==> src/hw/rtl/als_pkg.sv <==
package als_pkg;

    localparam int COST_W   = 24;
    localparam int TIME_W   = 16;
    localparam int CFG_W    = 16;
    localparam int CFG_IDX_W = 2;
    localparam int STNUM_W  = 6;

    localparam logic [CFG_IDX_W-1:0] CFG_ENTRY1 = 2'd0;
    localparam logic [CFG_IDX_W-1:0] CFG_ENTRY2 = 2'd1;
    localparam logic [CFG_IDX_W-1:0] CFG_EXIT1  = 2'd2;
    localparam logic [CFG_IDX_W-1:0] CFG_EXIT2  = 2'd3;

    localparam logic [CFG_W-1:0] ENTRY1_RST = 16'd2;
    localparam logic [CFG_W-1:0] ENTRY2_RST = 16'd4;
    localparam logic [CFG_W-1:0] EXIT1_RST  = 16'd3;
    localparam logic [CFG_W-1:0] EXIT2_RST  = 16'd2;

    typedef enum logic [1:0] {
        ST_IDLE,
        ST_READ,
        ST_EMIT
    } als_state_t;

endpackage

==> src/hw/rtl/assembly_line_scheduler_top.sv <==
// channel  | direction | handshake          | words
// cfg      | in        | cfg_wr_en          | register write, no wait
// s_       | in        | s_valid / s_ready  | one station per word
// m_       | out       | m_valid / m_ready  | one path station per word, last to first
//
// A station that is not marked last is taken with one read-modify of the best costs
// and, below MAX_STATIONS held, one write to the choice RAM. After a last station, the
// block does the exit choice and first RAM read in ST_READ, then emits in ST_EMIT one
// word per cycle while m_ready is high. Input is not taken during traceback.
// aresetn is synchronous; the choice RAM needs no clearing.
module assembly_line_scheduler_top
    import als_pkg::*;
#(
    parameter int MAX_STATIONS = 32,
    parameter int COST_BITS    = 16
) (
    input  logic                 aclk,
    input  logic                 aresetn,

    input  logic                 cfg_wr_en,
    input  logic [CFG_IDX_W-1:0] cfg_index,
    input  logic [CFG_W-1:0]     cfg_data,

    input  logic                 s_valid,
    output logic                 s_ready,
    input  logic [TIME_W-1:0]    s_station_time_line1,
    input  logic [TIME_W-1:0]    s_station_time_line2,
    input  logic [TIME_W-1:0]    s_switch_from_line1,
    input  logic [TIME_W-1:0]    s_switch_from_line2,
    input  logic                 s_first_station,
    input  logic                 s_last_station,

    output logic                 m_valid,
    input  logic                 m_ready,
    output logic [COST_W-1:0]    m_total_cost,
    output logic                 m_line_used,
    output logic [STNUM_W-1:0]   m_station_number,
    output logic                 m_last_of_run,
    output logic                 m_overflow
);

    localparam int IN_W  = (COST_BITS < TIME_W) ? COST_BITS : TIME_W;
    localparam logic [TIME_W-1:0] IN_MASK = TIME_W'((33'd1 << IN_W) - 33'd1);
    localparam int CNT_W = $clog2(MAX_STATIONS + 1);
    localparam int IDX_W = (MAX_STATIONS > 1) ? $clog2(MAX_STATIONS) : 1;
    localparam int SUM_W = COST_W + 2;
    localparam logic [SUM_W-1:0] SAT_MAX = SUM_W'({COST_W{1'b1}});

    function automatic logic [COST_W-1:0] sat24(input logic [SUM_W-1:0] v);
        sat24 = (v > SAT_MAX) ? {COST_W{1'b1}} : v[COST_W-1:0];
    endfunction

    als_state_t state_reg, state_next;

    logic [CFG_W-1:0]  entry1_reg, entry2_reg, exit1_reg, exit2_reg;
    logic [COST_W-1:0] best1_reg, best1_next, best2_reg, best2_next;
    logic [CNT_W-1:0]  cnt_reg, cnt_next;
    logic              ovf_reg, ovf_next;
    logic [CNT_W-1:0]  k_reg, k_next;
    logic              line_reg, line_next;
    logic [COST_W-1:0] total_reg, total_next;

    logic              s_hs, m_hs;
    logic              ram_we;
    logic [IDX_W-1:0]  ram_waddr, ram_raddr;
    logic [1:0]        ram_wdata, ram_rdata;

    logic [TIME_W-1:0] a1, a2, t1, t2;
    logic [CNT_W-1:0]  cnt_eff, cnt_upd;
    logic              ovf_eff, ovf_upd;
    logic [SUM_W-1:0]  stay1, cross1, stay2, cross2, fin1, fin2;
    logic [CNT_W-1:0]  k_m1, k_m2;

    assign s_hs = s_valid && s_ready;
    assign m_hs = m_valid && m_ready;

    assign a1 = s_station_time_line1 & IN_MASK;
    assign a2 = s_station_time_line2 & IN_MASK;
    assign t1 = s_switch_from_line1 & IN_MASK;
    assign t2 = s_switch_from_line2 & IN_MASK;

    assign stay1  = SUM_W'(best1_reg) + SUM_W'(a1);
    assign cross1 = SUM_W'(best2_reg) + SUM_W'(t2) + SUM_W'(a1);
    assign stay2  = SUM_W'(best2_reg) + SUM_W'(a2);
    assign cross2 = SUM_W'(best1_reg) + SUM_W'(t1) + SUM_W'(a2);

    assign fin1 = SUM_W'(best1_reg) + SUM_W'(exit1_reg & IN_MASK);
    assign fin2 = SUM_W'(best2_reg) + SUM_W'(exit2_reg & IN_MASK);

    assign k_m1 = k_reg - CNT_W'(1);
    assign k_m2 = k_reg - CNT_W'(2);

    assign cnt_eff = s_first_station ? '0 : cnt_reg;
    assign ovf_eff = s_first_station ? 1'b0 : ovf_reg;

    always_comb begin
        state_next = state_reg;
        unique case (state_reg)
            ST_IDLE: begin
                if (s_hs && s_last_station) begin
                    state_next = ST_READ;
                end
            end
            ST_READ: begin
                state_next = ST_EMIT;
            end
            ST_EMIT: begin
                if (m_hs && k_reg == CNT_W'(1)) begin
                    state_next = ST_IDLE;
                end
            end
            default: state_next = ST_IDLE;
        endcase
    end

    always_comb begin
        s_ready   = 1'b0;
        m_valid   = 1'b0;
        ram_raddr = k_m1[IDX_W-1:0];
        unique case (state_reg)
            ST_IDLE: s_ready = 1'b1;
            ST_READ: ram_raddr = k_m1[IDX_W-1:0];
            ST_EMIT: begin
                m_valid   = 1'b1;
                ram_raddr = m_hs ? k_m2[IDX_W-1:0] : k_m1[IDX_W-1:0];
            end
            default: s_ready = 1'b0;
        endcase
    end

    always_comb begin
        best1_next = best1_reg;
        best2_next = best2_reg;
        cnt_upd    = cnt_eff;
        ovf_upd    = ovf_eff;
        ram_we     = 1'b0;
        ram_waddr  = cnt_eff[IDX_W-1:0];
        ram_wdata  = 2'b00;
        if (cnt_eff == '0) begin
            best1_next = sat24(SUM_W'(entry1_reg & IN_MASK) + SUM_W'(a1));
            best2_next = sat24(SUM_W'(entry2_reg & IN_MASK) + SUM_W'(a2));
            ram_we     = s_hs;
            cnt_upd    = CNT_W'(1);
        end else if (cnt_eff < CNT_W'(MAX_STATIONS)) begin
            best1_next   = sat24((stay1 < cross1) ? stay1 : cross1);
            best2_next   = sat24((stay2 < cross2) ? stay2 : cross2);
            ram_wdata[0] = !(stay1 < cross1);
            ram_wdata[1] = !(stay2 < cross2);
            ram_we       = s_hs;
            cnt_upd      = cnt_eff + CNT_W'(1);
        end else begin
            ovf_upd = 1'b1;
        end
        if (!s_hs) begin
            best1_next = best1_reg;
            best2_next = best2_reg;
        end
    end

    always_comb begin
        cnt_next   = cnt_reg;
        ovf_next   = ovf_reg;
        k_next     = k_reg;
        line_next  = line_reg;
        total_next = total_reg;
        if (s_hs) begin
            cnt_next = s_last_station ? '0 : cnt_upd;
            ovf_next = ovf_upd;
            k_next   = cnt_upd;
        end
        if (state_reg == ST_READ) begin
            line_next  = !(fin1 < fin2);
            total_next = sat24((fin1 < fin2) ? fin1 : fin2);
        end
        if (m_hs) begin
            if (k_reg == CNT_W'(1)) begin
                ovf_next = 1'b0;
            end else begin
                k_next    = k_m1;
                line_next = line_reg ^ ram_rdata[line_reg];
            end
        end
    end

    always_ff @(posedge aclk) begin
        if (!aresetn) begin
            state_reg  <= ST_IDLE;
            cnt_reg    <= '0;
            ovf_reg    <= 1'b0;
            entry1_reg <= ENTRY1_RST;
            entry2_reg <= ENTRY2_RST;
            exit1_reg  <= EXIT1_RST;
            exit2_reg  <= EXIT2_RST;
        end else begin
            state_reg <= state_next;
            cnt_reg   <= cnt_next;
            ovf_reg   <= ovf_next;
            if (cfg_wr_en) begin
                unique case (cfg_index)
                    CFG_ENTRY1: entry1_reg <= cfg_data;
                    CFG_ENTRY2: entry2_reg <= cfg_data;
                    CFG_EXIT1:  exit1_reg  <= cfg_data;
                    CFG_EXIT2:  exit2_reg  <= cfg_data;
                    default:    entry1_reg <= entry1_reg;
                endcase
            end
        end
    end

    always_ff @(posedge aclk) begin
        best1_reg <= best1_next;
        best2_reg <= best2_next;
        k_reg     <= k_next;
        line_reg  <= line_next;
        total_reg <= total_next;
    end

    als_ram #(
        .WIDTH (2),
        .DEPTH (MAX_STATIONS)
    ) u_choice_ram (
        .aclk    (aclk),
        .wr_en   (ram_we),
        .wr_addr (ram_waddr),
        .wr_data (ram_wdata),
        .rd_addr (ram_raddr),
        .rd_data (ram_rdata)
    );

    assign m_total_cost     = total_reg;
    assign m_line_used      = line_reg;
    assign m_station_number = STNUM_W'(k_reg);
    assign m_last_of_run    = (k_reg == CNT_W'(1));
    assign m_overflow       = ovf_reg;

endmodule

==> src/hw/rtl/als_ram.sv <==
module als_ram #(
    parameter int WIDTH = 2,
    parameter int DEPTH = 32
) (
    input  logic                                  aclk,
    input  logic                                  wr_en,
    input  logic [(DEPTH > 1 ? $clog2(DEPTH) : 1)-1:0] wr_addr,
    input  logic [WIDTH-1:0]                      wr_data,
    input  logic [(DEPTH > 1 ? $clog2(DEPTH) : 1)-1:0] rd_addr,
    output logic [WIDTH-1:0]                      rd_data
);

    logic [WIDTH-1:0] mem [DEPTH];

    always_ff @(posedge aclk) begin
        if (wr_en) begin
            mem[wr_addr] <= wr_data;
        end
        rd_data <= mem[rd_addr];
    end

endmodule

==> config.mk <==
export PLATFORM = sky130hd
export DESIGN_NAME = assembly_line_scheduler_top
export DESIGN_NICKNAME = d
export VERILOG_FILES = /design/src/hw/rtl/als_pkg.sv /design/src/hw/rtl/assembly_line_scheduler_top.sv /design/src/hw/rtl/als_ram.sv
export SDC_FILE = /design/constraint.sdc
export NUM_CORES = 1
export LEC_CHECK = 0
export ABC_CLOCK_PERIOD_IN_PS = 15500
export BUFFER_PORTS_ARGS = -buffer_cell sky130_fd_sc_hd__buf_2
export CORE_ASPECT_RATIO = 1.4
export CORE_MARGIN = 8
export CORE_UTILIZATION = 30
export CTS_CLUSTER_DIAMETER = 200
export DETAILED_ROUTE_END_ITERATION = 10
export HOLD_SLACK_MARGIN = 0.12
export SETUP_SLACK_MARGIN = 0.05
export SLEW_MARGIN = 20
export SYNTH_ARGS = -nofsm -noshare
export SYNTH_HDL_FRONTEND = slang
export SYNTH_SLANG_ARGS = --single-unit
==> constraint.sdc <==
create_clock -name aclk -period 15.5 [get_ports aclk]
set_input_delay 0.775 -clock aclk [delete_from_list [all_inputs] [get_ports aclk]]
set_output_delay 0.775 -clock aclk [all_outputs]
set_load 0.01 [all_outputs]
==> results.ini <==
[grt]
grt_pass1_wl_um = 92200
grtUsageTotal_pct = 17.04
grt_pass1_vias = 15825
grt_max_degree = 74
grt-ovfl-total = 0
antenna_found_initial = 9

[timing]
rsz0062_at_grt = false
fin_setup_tns_ns = 0
worst_slack_ns = 8.997
fmax_ghz = 0.1538
hold_viol_final = 0
finalSetupViolations = 0
post-route-min-period_ns = 6.503
period_share_pct = 41.95
max_slew_margin_pct = 34.47
slew_violations = 0
tightest_slew_ns = 0.9829
clock_skew_ns = 0.02287

[critical_path]
path_delay_family = compound AO/OA/AOI/OAI gates
critPathLaunchType = flop
critical_path_depth = 19
required_ns = 15.77
r2r_cells = 19
worst-path-buf-inv = 1
endpoint_kind = flop
cp_cell_sequence = fa_1 -> ha_1 -> inv_1 -> fa_1 -> and2b_1 -> o31a_2 -> o211ai_1 -> o21ai_0 -> a41oi_1 -> a211oi_1 -> xnor2_1 -> ha_1 -> a21o_1 -> a21oi_1 -> o211ai_1 -> a21oi_1 -> and3b_1 -> mux2i_2 -> a41oi_1
worst-path-max-fanout = 17
crit_type = reg -> reg
cp.arrival_ns = 6.78
cpPeakStageDelay_ns = 0.78
cpMaxStageDelayCell = mux2i_2

[finish]
drive_above_1_share_pct = 11.53
largest_reg_flops = 64
final_common_cell = nand2_1
area_growth_pct = 12.79
most-common-layout-cells = nand2_1 (239), ha_1 (208), nor2_1 (179), edfxtp_1 (136), a21oi_1 (125)
final_nets = 2440
top_register = u_choice_ram.mem

[die]
fp.coreArea_sq_um = 60910
start_util_pct = 30.33
rows = 107
design.die.area_sq_um = 69890
dieHeight_um = 309.6
die_w_um = 225.7
io_pins = 124

[cts]
cts-root-buf = clkbuf_16
cts-htree-levels = 1
tritoncts = built
tritoncts_num_sinks = 218
cts_buffer_depth = 3
insertion_delay_ns = 0.57
ctsResizeCount = 0
holdBufCountCts = 0
cts_buffers = 27
postCtsSetupBuffers = 0
cts.clk_slew.worst_paths_ns = 0.06

[synth]
synth_edf_count = 136
synth_ff_type = edfxtp_1
syn_nets = 2340
synth-seq-cells = 218
syn_area_per_cell_sq_um = 9.223
syn_area_sq_um = 18470
yosysSeqAreaShare_pct = 30.99
async_flop_share_pct = 0
syn_inst = 2003
yosysWarnings = 0
synth.distinct_cells = 95

[place]
portBuffers = 123
detailed_place_hpwl_um = 49020
pre_cts_slack_ns = 8.330
gp_congestion = 0.9599

[min_path]
hp-class = reg -> reg
whs_path_depth = 1

[drt]
drtAntennaViolNets = 0
drtIter0Drc = 906
wire_per_inst_um = 20.42
dr.pass1.iters = 5
num_vias = 15473
vias_per_cell = 5.254
drc = 0
routed_wl_um = 60150

[run_status]
run_status = complete, no violations

[power_and_ir_drop]
max-vdd-ir-drop_v = 0.00007967
power.density_nw_per_um2 = 107.8
p_leak_nw = 8.254

[job]
max-cap-violations = 0

power breakdown:
part	internal (mW)	total [mW]	switching [mW]
registers	0.652	0.698	0.0461
logic	0.377	0.912	0.535
clock network	0.370	0.636	0.266
total	1.40	2.25	0.847
worst paths after layout:
path | slack [ns] | to | start
hold / removal | 0.43 | m_line_used$_DFF_P_ | u_choice_ram.rd_data[1]$_DFF_P_
hold reg to reg | 0.43 | m_line_used$_DFF_P_ | u_choice_ram.rd_data[1]$_DFF_P_
setup reg to reg | 9.00 | best1_reg[1]$_DFFE_PP_ | best2_reg[1]$_DFFE_PP_
setup / recovery | 9.00 | best1_reg[1]$_DFFE_PP_ | best2_reg[1]$_DFFE_PP_
synth_stat cells (36+ instances only):
cell type	number	area share (%)
nand3_1	36	0.98
fa_1	40	4.3
a21o_1	42	1.7
o21ai_0	93	2.5
a211oi_1	40	1.6
inv_1	80	1.6
clkbuf_1	50	1.0
a21boi_0	61	2.5
ha_1	208	14
nor2_1	181	3.7
a21oi_1	125	3.4
xor2_1	60	2.8
edfxtp_1	136	22
nand2_1	239	4.9
xnor2_1	79	3.7
dfxtp_1	82	8.9
per-layer routing:
layer	vias to the layer above	wire length [um]	GRT usage, %
li1	7581	-	-
met1	7255	22700	18.53
met2	447	29540	30.41
met3	180	3158	2.457
met4	10	4692	11.55
met5	-	62	0
worst register-to-register path, delay by kind of cell, from the launching register on:
family	cells	cell delay, ns
AOI/OAI and AO/OA	10	2.09
adders and majority gates	4	1.48
and+or+nand+nor	2	0.99
muxes	1	0.78
DFF	1	0.57
xor gates and xnor gates	1	0.21
buffers and inverters	1	0.08
cell families (layout without fill, tap and decap cells):
kind of cell    after synthesis  after routing  share of synthesized area, %
simple gates                645            645                         16.02
compound gates              571            571                         21.48
fa+ha+maj                   248            248                         18.42
flops                       218            218                         30.99
buf+inv                     144            265                         3.217
xor+xnor                    139            139                         6.590
mux                          38             38                         3.271
other cells                   0              4                             0
area by class of cell:
type | instances | area (sq um)
antenna | 4 | 10.01
clock buffer | 34 | 732.0
clock inverter | 16 | 157.7
fill | 6273 | 40080
inverter | 80 | 300.3
multi-input combinational | 1641 | 12180
sequential | 218 | 5725
tap | 817 | 1022
timing repair buffer | 135 | 705.7
stage by stage:
step / hold slack, ns / instance area [sq um] / utilization [%] / power, mW / instances
after floorplan: 0.4048 / 18470 / - / 1.358 / 2003
after global placement: 0.4174 / 19930 / 32.71 / 1.595 / 2891
after detailed placement: 0.4270 / 19930 / 32.71 / 1.613 / 2891
after CTS: 0.4417 / 20820 / 34.17 / 2.262 / 2941
after global routing: 0.4601 / 20830 / 34.19 / 2.400 / 2941
final: 0.4338 / 20840 / 34.21 / 2.247 / 2945
Note: power is estimated with default switching activity, not from simulation.
